==> config.mk <==
export PLATFORM = sky130hd
export DESIGN_NAME = software_timer_table_flat
export DESIGN_NICKNAME = d
export VERILOG_FILES = /design/src/stt_pkg.sv /design/src/stt_cmd_if.sv /design/src/stt_rsp_if.sv /design/src/software_timer_table.sv /design/src/stt_cell.sv /design/src/flat_wrapper.sv
export SDC_FILE = /design/constraint.sdc
export NUM_CORES = 2
export LEC_CHECK = 0
export ABC_CLOCK_PERIOD_IN_PS = 50700
export BUFFER_PORTS_ARGS = -buffer_cell sky130_fd_sc_hd__buf_2
export CAP_MARGIN = 15
export CORE_MARGIN = 2
export CORE_UTILIZATION = 45
export DETAILED_ROUTE_END_ITERATION = 10
export SETUP_SLACK_MARGIN = 0.4
export SYNTH_ARGS = -nofsm -noshare
export SYNTH_HDL_FRONTEND = slang
export SYNTH_SLANG_ARGS = --single-unit
==> constraint.sdc <==
create_clock -name clk -period 50.7 [get_ports clk]
set_input_delay 5.07 -clock clk [delete_from_list [all_inputs] [get_ports clk]]
set_output_delay 5.07 -clock clk [all_outputs]
set_load 0.1 [all_outputs]
==> src/stt_pkg.sv <==
// ----------------------------------------------------------------------------
// stt_pkg
// Shared types and codes for the software timer table.
// ----------------------------------------------------------------------------
package stt_pkg;

  typedef enum logic [1:0] {
    OP_START = 2'd0,
    OP_STOP  = 2'd1,
    OP_TICK  = 2'd2,
    OP_QUERY = 2'd3
  } op_t;

  typedef enum logic [1:0] {
    KIND_REPLY   = 2'd0,
    KIND_FIRE    = 2'd1,
    KIND_SUMMARY = 2'd2,
    KIND_UNUSED  = 2'd3
  } kind_t;

  localparam logic [31:0] TIMEOUT_CEILING = 32'hFFFF_FFFF;

  typedef struct packed {
    logic [1:0]  op;
    logic [7:0]  task_id;
    logic [31:0] start_time;
    logic [31:0] reload_time;
    logic        urgent;
    logic [31:0] elapsed;
  } cmd_item_t;

  typedef struct packed {
    logic [1:0]  kind;
    logic        status;
    logic [7:0]  fired_id;
    logic        deferred;
    logic [31:0] remaining;
    logic [4:0]  active_count;
    logic [31:0] least_remaining;
    logic        last;
  } rsp_item_t;

endpackage

==> src/stt_cmd_if.sv <==
// ----------------------------------------------------------------------------
// stt_cmd_if
// Command channel: valid/ready with one command item.
// ----------------------------------------------------------------------------
interface stt_cmd_if;
  logic               valid;
  logic               ready;
  stt_pkg::cmd_item_t data;

  modport source (output valid, output data, input ready);
  modport sink   (input valid, input data, output ready);
endinterface

==> src/stt_rsp_if.sv <==
// ----------------------------------------------------------------------------
// stt_rsp_if
// Result channel: valid/ready with one result item.
// ----------------------------------------------------------------------------
interface stt_rsp_if;
  logic               valid;
  logic               ready;
  stt_pkg::rsp_item_t data;

  modport source (output valid, output data, input ready);
  modport sink   (input valid, input data, output ready);
endinterface

==> src/software_timer_table.sv <==
// Sequence: stop, query and tick make one ring rotation from acceptance to the last result;
// start makes one ring rotation to search and a second to write and total up.
// Commands are taken only in idle, after the previous closing result; the ring rotates
// one slot per cycle via the single head unit; the walk stalls while a result waits.
// Reset (synchronous, rst high) empties every slot and returns the controller to idle.
// ----------------------------------------------------------------------------
// software_timer_table
// Table of timer slots held in a rotating ring of cells, processed at the head.
// ----------------------------------------------------------------------------
module software_timer_table #(
  parameter int SLOTS   = 16,
  parameter int ID_BITS = 8
) (
  input  logic       clk,
  input  logic       rst,
  stt_cmd_if.sink    cmd,
  stt_rsp_if.source  rsp
);

  localparam int IDX_W = (SLOTS > 1) ? $clog2(SLOTS) : 1;

  typedef enum logic [3:0] {
    ST_IDLE   = 4'b0001,
    ST_SEARCH = 4'b0010,
    ST_WALK   = 4'b0100,
    ST_REPLY  = 4'b1000
  } state_t;

  state_t state, state_next;

  // Captured command
  logic [1:0]         op_r;
  logic [ID_BITS-1:0] id_r;
  logic [31:0]        t0_r, rl_r, el_r;
  logic               urg_r;

  logic [IDX_W-1:0] step;
  logic             step_last;

  // Search results
  logic             match_found, free_found;
  logic [IDX_W-1:0] match_idx, free_idx;
  logic             full;
  logic [IDX_W-1:0] target;

  // Walk accumulators
  logic        found;
  logic [31:0] qrem;
  logic [4:0]  cnt;
  logic        any_used;
  logic [31:0] least;

  // Ring
  logic [SLOTS-1:0]   c_used, c_live, c_urgent;
  logic [ID_BITS-1:0] c_owner [SLOTS];
  logic [31:0]        c_rem [SLOTS];
  logic [31:0]        c_per [SLOTS];

  logic               n_used, n_live, n_urgent;
  logic [ID_BITS-1:0] n_owner;
  logic [31:0]        n_rem, n_per;
  logic               shift, hit, fire, can_emit;
  logic [31:0]        dec;

  logic               ov;
  stt_pkg::rsp_item_t od;

  assign cmd.ready = (state == ST_IDLE) && !rst;
  assign rsp.valid = ov;
  assign rsp.data  = od;
  assign can_emit  = !ov || rsp.ready;
  assign step_last = (step == IDX_W'(SLOTS - 1));
  assign full      = !match_found && !free_found;
  assign target    = match_found ? match_idx : free_idx;
  assign hit       = c_used[0] && (c_owner[0] == id_r);

  // Build the ring: each cell takes its upper neighbour, the top takes the head result
  for (genvar i = 0; i < SLOTS; i++) begin : g_cell
    if (i == SLOTS - 1) begin : g_top
      stt_cell #(.ID_BITS(ID_BITS)) u_cell (
        .clk(clk), .rst(rst), .shift(shift),
        .d_used(n_used), .d_owner(n_owner), .d_remaining(n_rem),
        .d_period(n_per), .d_live(n_live), .d_urgent(n_urgent),
        .q_used(c_used[i]), .q_owner(c_owner[i]), .q_remaining(c_rem[i]),
        .q_period(c_per[i]), .q_live(c_live[i]), .q_urgent(c_urgent[i])
      );
    end else begin : g_mid
      stt_cell #(.ID_BITS(ID_BITS)) u_cell (
        .clk(clk), .rst(rst), .shift(shift),
        .d_used(c_used[i+1]), .d_owner(c_owner[i+1]), .d_remaining(c_rem[i+1]),
        .d_period(c_per[i+1]), .d_live(c_live[i+1]), .d_urgent(c_urgent[i+1]),
        .q_used(c_used[i]), .q_owner(c_owner[i]), .q_remaining(c_rem[i]),
        .q_period(c_per[i]), .q_live(c_live[i]), .q_urgent(c_urgent[i])
      );
    end
  end

  // Head unit: update the slot at the head of the ring
  always_comb begin
    n_used   = c_used[0];
    n_owner  = c_owner[0];
    n_rem    = c_rem[0];
    n_per    = c_per[0];
    n_live   = c_live[0];
    n_urgent = c_urgent[0];
    fire     = 1'b0;
    dec      = (c_rem[0] <= el_r) ? 32'd0 : c_rem[0] - el_r;
    shift    = (state == ST_SEARCH) || ((state == ST_WALK) && can_emit);
    if (state == ST_WALK) begin
      case (op_r)
        stt_pkg::OP_START: begin
          if (!full && step == target) begin
            n_used   = 1'b1;
            n_owner  = id_r;
            n_rem    = t0_r;
            n_per    = rl_r;
            n_live   = 1'b1;
            n_urgent = urg_r;
          end
        end
        stt_pkg::OP_STOP: begin
          if (hit) begin
            n_live = 1'b0;
          end
        end
        stt_pkg::OP_TICK: begin
          if (c_used[0]) begin
            fire  = (dec == 32'd0);
            n_rem = (fire && c_per[0] != 32'd0 && c_live[0]) ? c_per[0] : dec;
            if (n_rem == 32'd0 || !c_live[0]) begin
              n_used = 1'b0;
            end
          end
        end
        default: ;
      endcase
    end
  end

  // Sequencer
  always_comb begin
    state_next = state;
    case (state)
      ST_IDLE: begin
        if (cmd.valid) begin
          state_next = (cmd.data.op == stt_pkg::OP_START) ? ST_SEARCH : ST_WALK;
        end
      end
      ST_SEARCH: if (step_last) state_next = ST_WALK;
      ST_WALK:   if (shift && step_last) state_next = ST_REPLY;
      ST_REPLY:  if (can_emit) state_next = ST_IDLE;
      default:   state_next = ST_IDLE;
    endcase
  end

  always_ff @(posedge clk) begin
    if (rst) begin
      state <= ST_IDLE;
      step  <= '0;
    end else begin
      state <= state_next;
      if (state == ST_IDLE || state_next != state) begin
        step <= '0;
      end else if (shift) begin
        step <= step + IDX_W'(1);
      end
    end
  end

  // Capture command, run search and walk accumulators
  always_ff @(posedge clk) begin
    if (cmd.valid && cmd.ready) begin
      op_r        <= cmd.data.op;
      id_r        <= ID_BITS'(cmd.data.task_id);
      t0_r        <= cmd.data.start_time;
      rl_r        <= cmd.data.reload_time;
      urg_r       <= cmd.data.urgent;
      el_r        <= cmd.data.elapsed;
      match_found <= 1'b0;
      free_found  <= 1'b0;
      match_idx   <= '0;
      free_idx    <= '0;
      found       <= 1'b0;
      qrem        <= 32'd0;
      cnt         <= 5'd0;
      any_used    <= 1'b0;
      least       <= stt_pkg::TIMEOUT_CEILING;
    end else if (state == ST_SEARCH) begin
      if (hit && !match_found) begin
        match_found <= 1'b1;
        match_idx   <= step;
      end
      if (!c_used[0] && !free_found) begin
        free_found <= 1'b1;
        free_idx   <= step;
      end
    end else if (state == ST_WALK && shift) begin
      if (hit && op_r != stt_pkg::OP_TICK) begin
        found <= 1'b1;
        qrem  <= c_rem[0];
      end
      if (n_used) begin
        cnt      <= cnt + 5'd1;
        any_used <= 1'b1;
        if (n_rem < least) least <= n_rem;
      end
    end
  end

  // Output register: fire results during the walk, closing result after it
  always_ff @(posedge clk) begin
    if (rst) begin
      ov <= 1'b0;
    end else if (state == ST_WALK && shift && fire) begin
      ov <= 1'b1;
    end else if (state == ST_REPLY && can_emit) begin
      ov <= 1'b1;
    end else if (rsp.ready) begin
      ov <= 1'b0;
    end
  end

  always_ff @(posedge clk) begin
    if (state == ST_WALK && shift && fire) begin
      od.kind            <= stt_pkg::KIND_FIRE;
      od.status          <= 1'b0;
      od.fired_id        <= 8'(c_owner[0]);
      od.deferred        <= !c_urgent[0];
      od.remaining       <= 32'd0;
      od.active_count    <= 5'd0;
      od.least_remaining <= 32'd0;
      od.last            <= 1'b0;
    end else if (state == ST_REPLY && can_emit) begin
      od.kind            <= (op_r == stt_pkg::OP_TICK) ? stt_pkg::KIND_SUMMARY
                                                       : stt_pkg::KIND_REPLY;
      od.status          <= (op_r == stt_pkg::OP_START) ? full :
                            (op_r == stt_pkg::OP_TICK)  ? 1'b0 : !found;
      od.fired_id        <= 8'd0;
      od.deferred        <= 1'b0;
      od.remaining       <= (op_r == stt_pkg::OP_QUERY) ? qrem : 32'd0;
      od.active_count    <= cnt;
      od.least_remaining <= any_used ? least : 32'd0;
      od.last            <= 1'b1;
    end
  end

  // Checks
  a_busy_after_accept: assert property (@(posedge clk) disable iff (rst)
    cmd.valid && cmd.ready |=> !cmd.ready)
    else $error("command taken while previous item in flight");

  a_fire_not_last: assert property (@(posedge clk) disable iff (rst)
    rsp.valid && rsp.data.kind == stt_pkg::KIND_FIRE |-> !rsp.data.last)
    else $error("fire result marked last");

  a_empty_least_zero: assert property (@(posedge clk) disable iff (rst)
    rsp.valid && rsp.data.last && rsp.data.active_count == 5'd0 && SLOTS < 32
      |-> rsp.data.least_remaining == 32'd0)
    else $error("empty table reports nonzero least time");

  a_fire_only_in_walk: assert property (@(posedge clk) disable iff (rst)
    $rose(ov) && od.kind == stt_pkg::KIND_FIRE |-> $past(state) == ST_WALK)
    else $error("fire result outside tick walk");

endmodule

==> src/stt_cell.sv <==
// ----------------------------------------------------------------------------
// stt_cell
// One timer slot of the ring; loads its neighbour's slot on every shift.
// ----------------------------------------------------------------------------
module stt_cell #(
  parameter int ID_BITS = 8
) (
  input  logic               clk,
  input  logic               rst,
  input  logic               shift,
  input  logic               d_used,
  input  logic [ID_BITS-1:0] d_owner,
  input  logic [31:0]        d_remaining,
  input  logic [31:0]        d_period,
  input  logic               d_live,
  input  logic               d_urgent,
  output logic               q_used,
  output logic [ID_BITS-1:0] q_owner,
  output logic [31:0]        q_remaining,
  output logic [31:0]        q_period,
  output logic               q_live,
  output logic               q_urgent
);

  // Occupancy flag is the only state cleared by reset
  always_ff @(posedge clk) begin
    if (rst) begin
      q_used <= 1'b0;
    end else if (shift) begin
      q_used <= d_used;
    end
  end

  // Slot contents move with the ring
  always_ff @(posedge clk) begin
    if (shift) begin
      q_owner     <= d_owner;
      q_remaining <= d_remaining;
      q_period    <= d_period;
      q_live      <= d_live;
      q_urgent    <= d_urgent;
    end
  end

endmodule
==> src/flat_wrapper.sv <==
// flat-port wrapper written by rule: the top's interface ports become plain ports
module software_timer_table_flat 
#(
  parameter int SLOTS   = 16,
  parameter int ID_BITS = 8
)
  (clk, rst, cmd_valid, cmd_data, cmd_ready, rsp_valid, rsp_data, rsp_ready);
  stt_cmd_if cmd_i ();
  stt_rsp_if rsp_i ();
  input  logic clk;
  input  logic rst;
  input wire logic [$bits(cmd_i.valid)-1:0] cmd_valid;
  input wire logic [$bits(cmd_i.data)-1:0] cmd_data;
  output wire logic [$bits(cmd_i.ready)-1:0] cmd_ready;
  output wire logic [$bits(rsp_i.valid)-1:0] rsp_valid;
  output wire logic [$bits(rsp_i.data)-1:0] rsp_data;
  input wire logic [$bits(rsp_i.ready)-1:0] rsp_ready;
  assign cmd_i.valid = cmd_valid;
  assign cmd_i.data = cmd_data;
  assign cmd_ready = cmd_i.ready;
  assign rsp_valid = rsp_i.valid;
  assign rsp_data = rsp_i.data;
  assign rsp_i.ready = rsp_ready;
  software_timer_table #(.SLOTS(SLOTS), .ID_BITS(ID_BITS)) u_core (.clk(clk), .rst(rst), .cmd(cmd_i), .rsp(rsp_i));
endmodule
# Word-level counts from Yosys, hierarchy flattened
# Index checks and enable logic that the tools add are counted.
op_classes:
  mux: 44
  n_bitwise: 1
  reduce_logical: 41
  n_lt_le_gt_ge: 2
  n_eq_ne: 12
  add_sub_neg: 3
ops:
  columns: ["operator", "count"]
  rows:
  - ["2-to-1 mux 32 bit", 10]
  - ["2-to-1 mux 79 bit", 2]
  - ["zero test 32 bit", 2]
  - ["one-hot mux 32 bit (2 select lines)", 1]
  - ["less-or-equal comparator 32 bit", 1]
  - ["< comparator 32 bit", 1]
  - ["nonzero test 32 bit", 1]
  - ["subtractor 32 bit", 1]
  - ["2-to-1 mux 8 bit", 3]
  - ["2-to-1 mux 4 bit", 5]
  - ["2-to-1 mux 1 bit", 18]
  - ["one-hot mux 4 bit (4 select lines)", 1]
  - ["logical AND 1 bit", 15]
  - ["zero test 1 bit", 9]
  - ["equality test 4 bit, second input constant", 2]
  - ["equality test 8 bit", 1]
  - ["AND reduction 3 bit", 2]
  - ["adder 5 x 1 -> 5 bit, second input constant", 1]
  - ["adder 4 x 1 -> 4 bit, second input constant", 1]
  - ["equality test 2 bit, second input constant", 2]
  - ["equality test 4 x 1 -> 1 bit, second input constant", 1]
  - ["equality test 4 x 2 -> 1 bit, second input constant", 1]
  - ["equality test 4 x 3 -> 1 bit, second input constant", 1]
  - ["equality test 4 bit", 1]
  - ["other kinds (14)", 20]
word_totals:
  out_inout_bits: 84
  wordCells: 225
  ff_bits: 1479

# Depth between registers and ports, before layout
logic_depth:
  word_depth: 13
  depth_mapped: 28
  mapped_depth_nobuf: 26

# By module
# From an unflattened synthesis, not the netlist that was laid out.
unflattened:
  hier_cells: 2973
  area_unflattened_um2: 51104.0
by_module_without_submodules:
  columns: ["mod", "seq_area_each_um2", "cells_per_inst", "area_per_inst_um2", "instances"]
  rows:
  - ["stt_cell", 2242.2, 77, 2255.9, 16]
  - ["software_timer_table", 6746.5, 1741, 15009.4, 1]

# Worst setup path after synthesis
# OpenSTA, ideal clock, no wires.
synth_path:
  kind: "input-to-reg"
  startpoint: "input port rsp_ready"
  endpoint: "register u_core.g_cell[15].g_top.u_cell.q_used"
  path_slack_ps: 10888
  path_stages: 6
  path_buffers: 1
  t_required_ps: 49119
  t_arrival_ps: 38231
  path_cell_list: "nor2b_1 a21oi_1 nor2_1 inv_1 clkbuf_1 a211oi_1"
synth_via:
  elab_chain_len: 3
synth_rtl:
  columns: ["item", "line_no", "rtl"]
  rows:
  - ["start: declaration", "flat_wrapper.sv:17", "input wire logic [$bits(rsp_i.ready)-1:0] rsp_ready;"]
  - ["logical OR 1 bit", "software_timer_table.sv:71", "assign can_emit = !ov || rsp.ready;"]
  - ["logical AND 1 bit", "software_timer_table.sv:108", "shift = (state == ST_SEARCH) || ((state == ST_WALK) && can_emit);"]
  - ["logical OR 1 bit", "software_timer_table.sv:108", null]
  - ["end signal: assignment", "stt_cell.sv:30", "q_used <= d_used;"]
  - ["end: declaration", "stt_cell.sv:17", "output logic q_used,"]
# No other way between the ends.
# A chain may end at the register's enable or synchronous reset.

# Final worst setup path
layout_path:
  startpoint: "input port rst"
  endpoint: "output port cmd_ready"
layout_via:
  elab_chain_len: 2
layout_rtl:
  columns: ["item", "line_no", "rtl"]
  rows:
  - ["start: declaration", "flat_wrapper.sv:11", "input logic rst;"]
  - ["zero test 1 bit", "software_timer_table.sv:68", "assign cmd.ready = (state == ST_IDLE) && !rst;"]
  - ["logical AND 1 bit", "software_timer_table.sv:68", null]
  - ["end: declaration", "flat_wrapper.sv:14", "output wire logic [$bits(cmd_i.ready)-1:0] cmd_ready;"]
# No other way between the ends.

==> impl_metrics.json <==
{
  "outcome": "complete, no violations",
  "rr_endpoint": "u_core.least[5]",
  "cts_buffer_depth": 3,
  "grt_pass1_vias": 24300,
  "peakVddDrop_mv": 0.0326,
  "pwr-share-seq": 0.542,
  "required_ns": 45.63,
  "leakagePower_nw": 20.2,
  "synthesis.yosys.warnings": 0,
  "wl_per_cell_um": 22.0,
  "grt_max_degree": 199,
  "slew_viol_final": 0,
  "synth_area_per_cell_um2": 17.2,
  "dieArea_mm2": 0.118,
  "overflow": 0,
  "total_power_mw": 2.50,
  "yosys.area_share.simple": 0.0573,
  "setup_ws_ns": 39.58,
  "synth_top_family_by_area": "compound AO/OA/AOI/OAI gates",
  "clockPowerShare": 0.432,
  "yosysUniqueCellTypes": 85,
  "hold_viol_final": 0,
  "vias": 26100,
  "async_flop_share": 0,
  "critPathArrivalTime_ns": 6.05,
  "rsz0062_at_grt": "false",
  "netlist.area_leader.share": 0.754,
  "period_minus_slack_ns": 11.12,
  "drcViolationCount": 0,
  "p_sw_frac": 0.205,
  "final_nets": 3459,
  "hpwl_um": 70000,
  "numPortBuffers": 194,
  "cts_buffers": 149,
  "ys_seq_elements": 1479,
  "r2r-start": "u_core.g_cell[0].g_mid.u_cell.q_remaining[0]",
  "maxSlewHeadroom": 0.257,
  "drt-initial-drc-count": 2984,
  "synth_common_cells": "1,300 x edfxtp_1, 252 x nand2_1, 205 x a21oi_1, 179 x dfxtp_1, 130 x nor2_1",
  "yosysMostFrequentCell": "edfxtp_1",
  "track_usage": 0.181,
  "post-route-util": 0.520,
  "synth_fa_ha_area_frac": 0.0161,
  "htreeDepth": 4,
  "skew_ns": 0.0490,
  "reg2reg_setup_slack_ns": 43.36,
  "core_mm2": 0.114,
  "p_int_mw": 1.98,
  "synth_top_flop_cell": "edfxtp_1",
  "setup_viol": 0,
  "whs_path_depth": 0,
  "fillers": 9300,
  "max_freq_mhz": 90.0,
  "dr.pass1.iters": 5,
  "power.density_mw_per_mm2": 42.0,
  "syn_nets": 3190,
  "antenna_found_initial": 11,
  "period_share": 0.219,
  "vias_per_cell": 5.31,
  "synthMuxAreaShare": 0.0174,
  "clock-sinks": 1479,
  "dpl_worst_slack_ns": 39.57,
  "die_h_um": 343,
  "setup-tns-final_ns": 0,
  "rows": 124,
  "clock_latency_ns": 0.76,
  "placed_cells": 4641,
  "holdPathEnd": "u_core.g_cell[4].g_mid.u_cell.q_owner[7]",
  "worstSetupPathType": "input pin to primary output",
  "syn_inst": 3013,
  "clock_tree.root_cell": "clkbuf_16",
  "ctsHoldBuffers": 0,
  "post_dp_cell_area_mm2": 0.0544,
  "switchingPower_uw": 511,
  "yosysSeqAreaShare": 0.824,
  "post-cts-setup-buffers": 0,
  "syn_area_mm2": 0.0518,
  "fp.dieW_um": 343,
  "synthTopCellsByArea": "edfxtp_1 75%, dfxtp_1 6.9%, a21oi_1 2.0%",
  "hold_start": "u_core.g_cell[5].g_mid.u_cell.q_owner[7]",
  "synth_xor_xnor_area_share": 0.00592,
  "clkTransAtPathRegs_ns": 0.06,
  "comb_power_share": 0.025,
  "final_cells": 4919,
  "cts_tree": "built",
  "ctsResizeCount": 0,
  "hold_class": "flop to flop",
  "area_delta_synth_final_pct": 14.8,
  "gp_congestion": 0.896,
  "crit_path_start": "rst",
  "fin_area_mm2": 0.0594,
  "r2r_cells": 27,
  "drive_gt1_frac": 0.151,
  "boundaryPins": 195,
  "antenna_left": 0,
  "start_util": 0.453,
  "wirelength_um": 108000,
  "grt_pass1_wl_um": 156000,
  "holdWs_ns": 0.388,
  "max_slew.worst_pin.slew_ns": 1.11,
  "synth_compound_area_frac": 0.0635,
  "yosysTopAreaCell": "edfxtp_1",
  "cp-end-kind": "primary output",
  "crit_path_max_fanout": 24,
  "critPathLaunchType": "input pin",
  "drv_cap": 0,
  "synth-edff-count": 1300
}
-- registers in the layout (all words and copies together) (netlist names), 82 cells and up --
name and cells:
u_core.g_cell.g_mid.u_cell.q_period 480, u_core.g_cell.g_mid.u_cell.q_remaining 480, u_core.g_cell.g_mid.u_cell.q_owner 120, u_core.rsp.data 82
-- layout by cell type, fill, tap and decap left out, types with 35 or more instances in the layout --
cell type	instances
dfxtp_1	179
clkbuf_1	42
inv_1	88
nand2_1	252
o21ai_0	54
a211oi_1	35
a21oi_1	203
clkbuf_16	151
buf_2	194
mux2_2	41
a21o_1	41
mux2i_1	44
edfxtp_1	1300
buf_4	36
nor2_1	130
nand3_1	77
ha_1	65
-- final cells by class --
cell class                 instances  area (µm²)  area share
sequential                      1479       42600       0.717
clock inverter                    74         881      0.0148
clock buffer                     200        4030      0.0679
timing repair buffer             233        1320      0.0222
inverter                          90         353     0.00594
antenna                            2        5.00   0.0000842
multi-input combinational       1329        8320       0.140
tap                             1512        1890      0.0318
-- worst max-delay path, stage by stage --
cell	delay [ns]
buf_2	0.24
nor3_1	0.26
buf_2	0.47
-- kinds of logic after synthesis --
group,after synthesis
simple gates,629
buf+inv,205
fa+ha+maj,66
mux,85
flops,1479
xor+xnor,35
compound gates,514
-- power by group through the flow --
| stage | clock network (mW) | registers [mW] | logic, mW |
|---|---|---|---|
| 6_report | 1.08 | 1.35 | 0.0636 |
| 5_1_grt | 1.16 | 1.35 | 0.0690 |
| 3_5_place_dp | 0 | 1.38 | 0.0626 |
| 3_3_place_gp | 0 | 1.38 | 0.0624 |
| 2_1_floorplan | 0 | 1.41 | 0.0401 |
| 4_1_cts | 1.11 | 1.35 | 0.0629 |
-- per-layer routing --
metal	part of all wire	global-route usage	vias up	routed length [µm]
met5	0.00025	0	-	27
met4	0.018	0.0497	4	1990
met3	0.071	0.0383	148	7650
met2	0.43	0.255	846	46200
met1	0.48	0.285	13100	52200
li1	-	-	12100	-
-- how the worst max path moves through the flow --
stage	end	slack, ns	cells after the start
floorplan	u_core.g_cell[15].g_top.u_cell.q_used	10.89	6
global placement	cmd_ready	39.61	3
detailed placement	cmd_ready	39.57	3
CTS	cmd_ready	39.56	3
global route	cmd_ready	39.53	3
finish	cmd_ready	39.58	3
(Power assumes the default switching activity.)
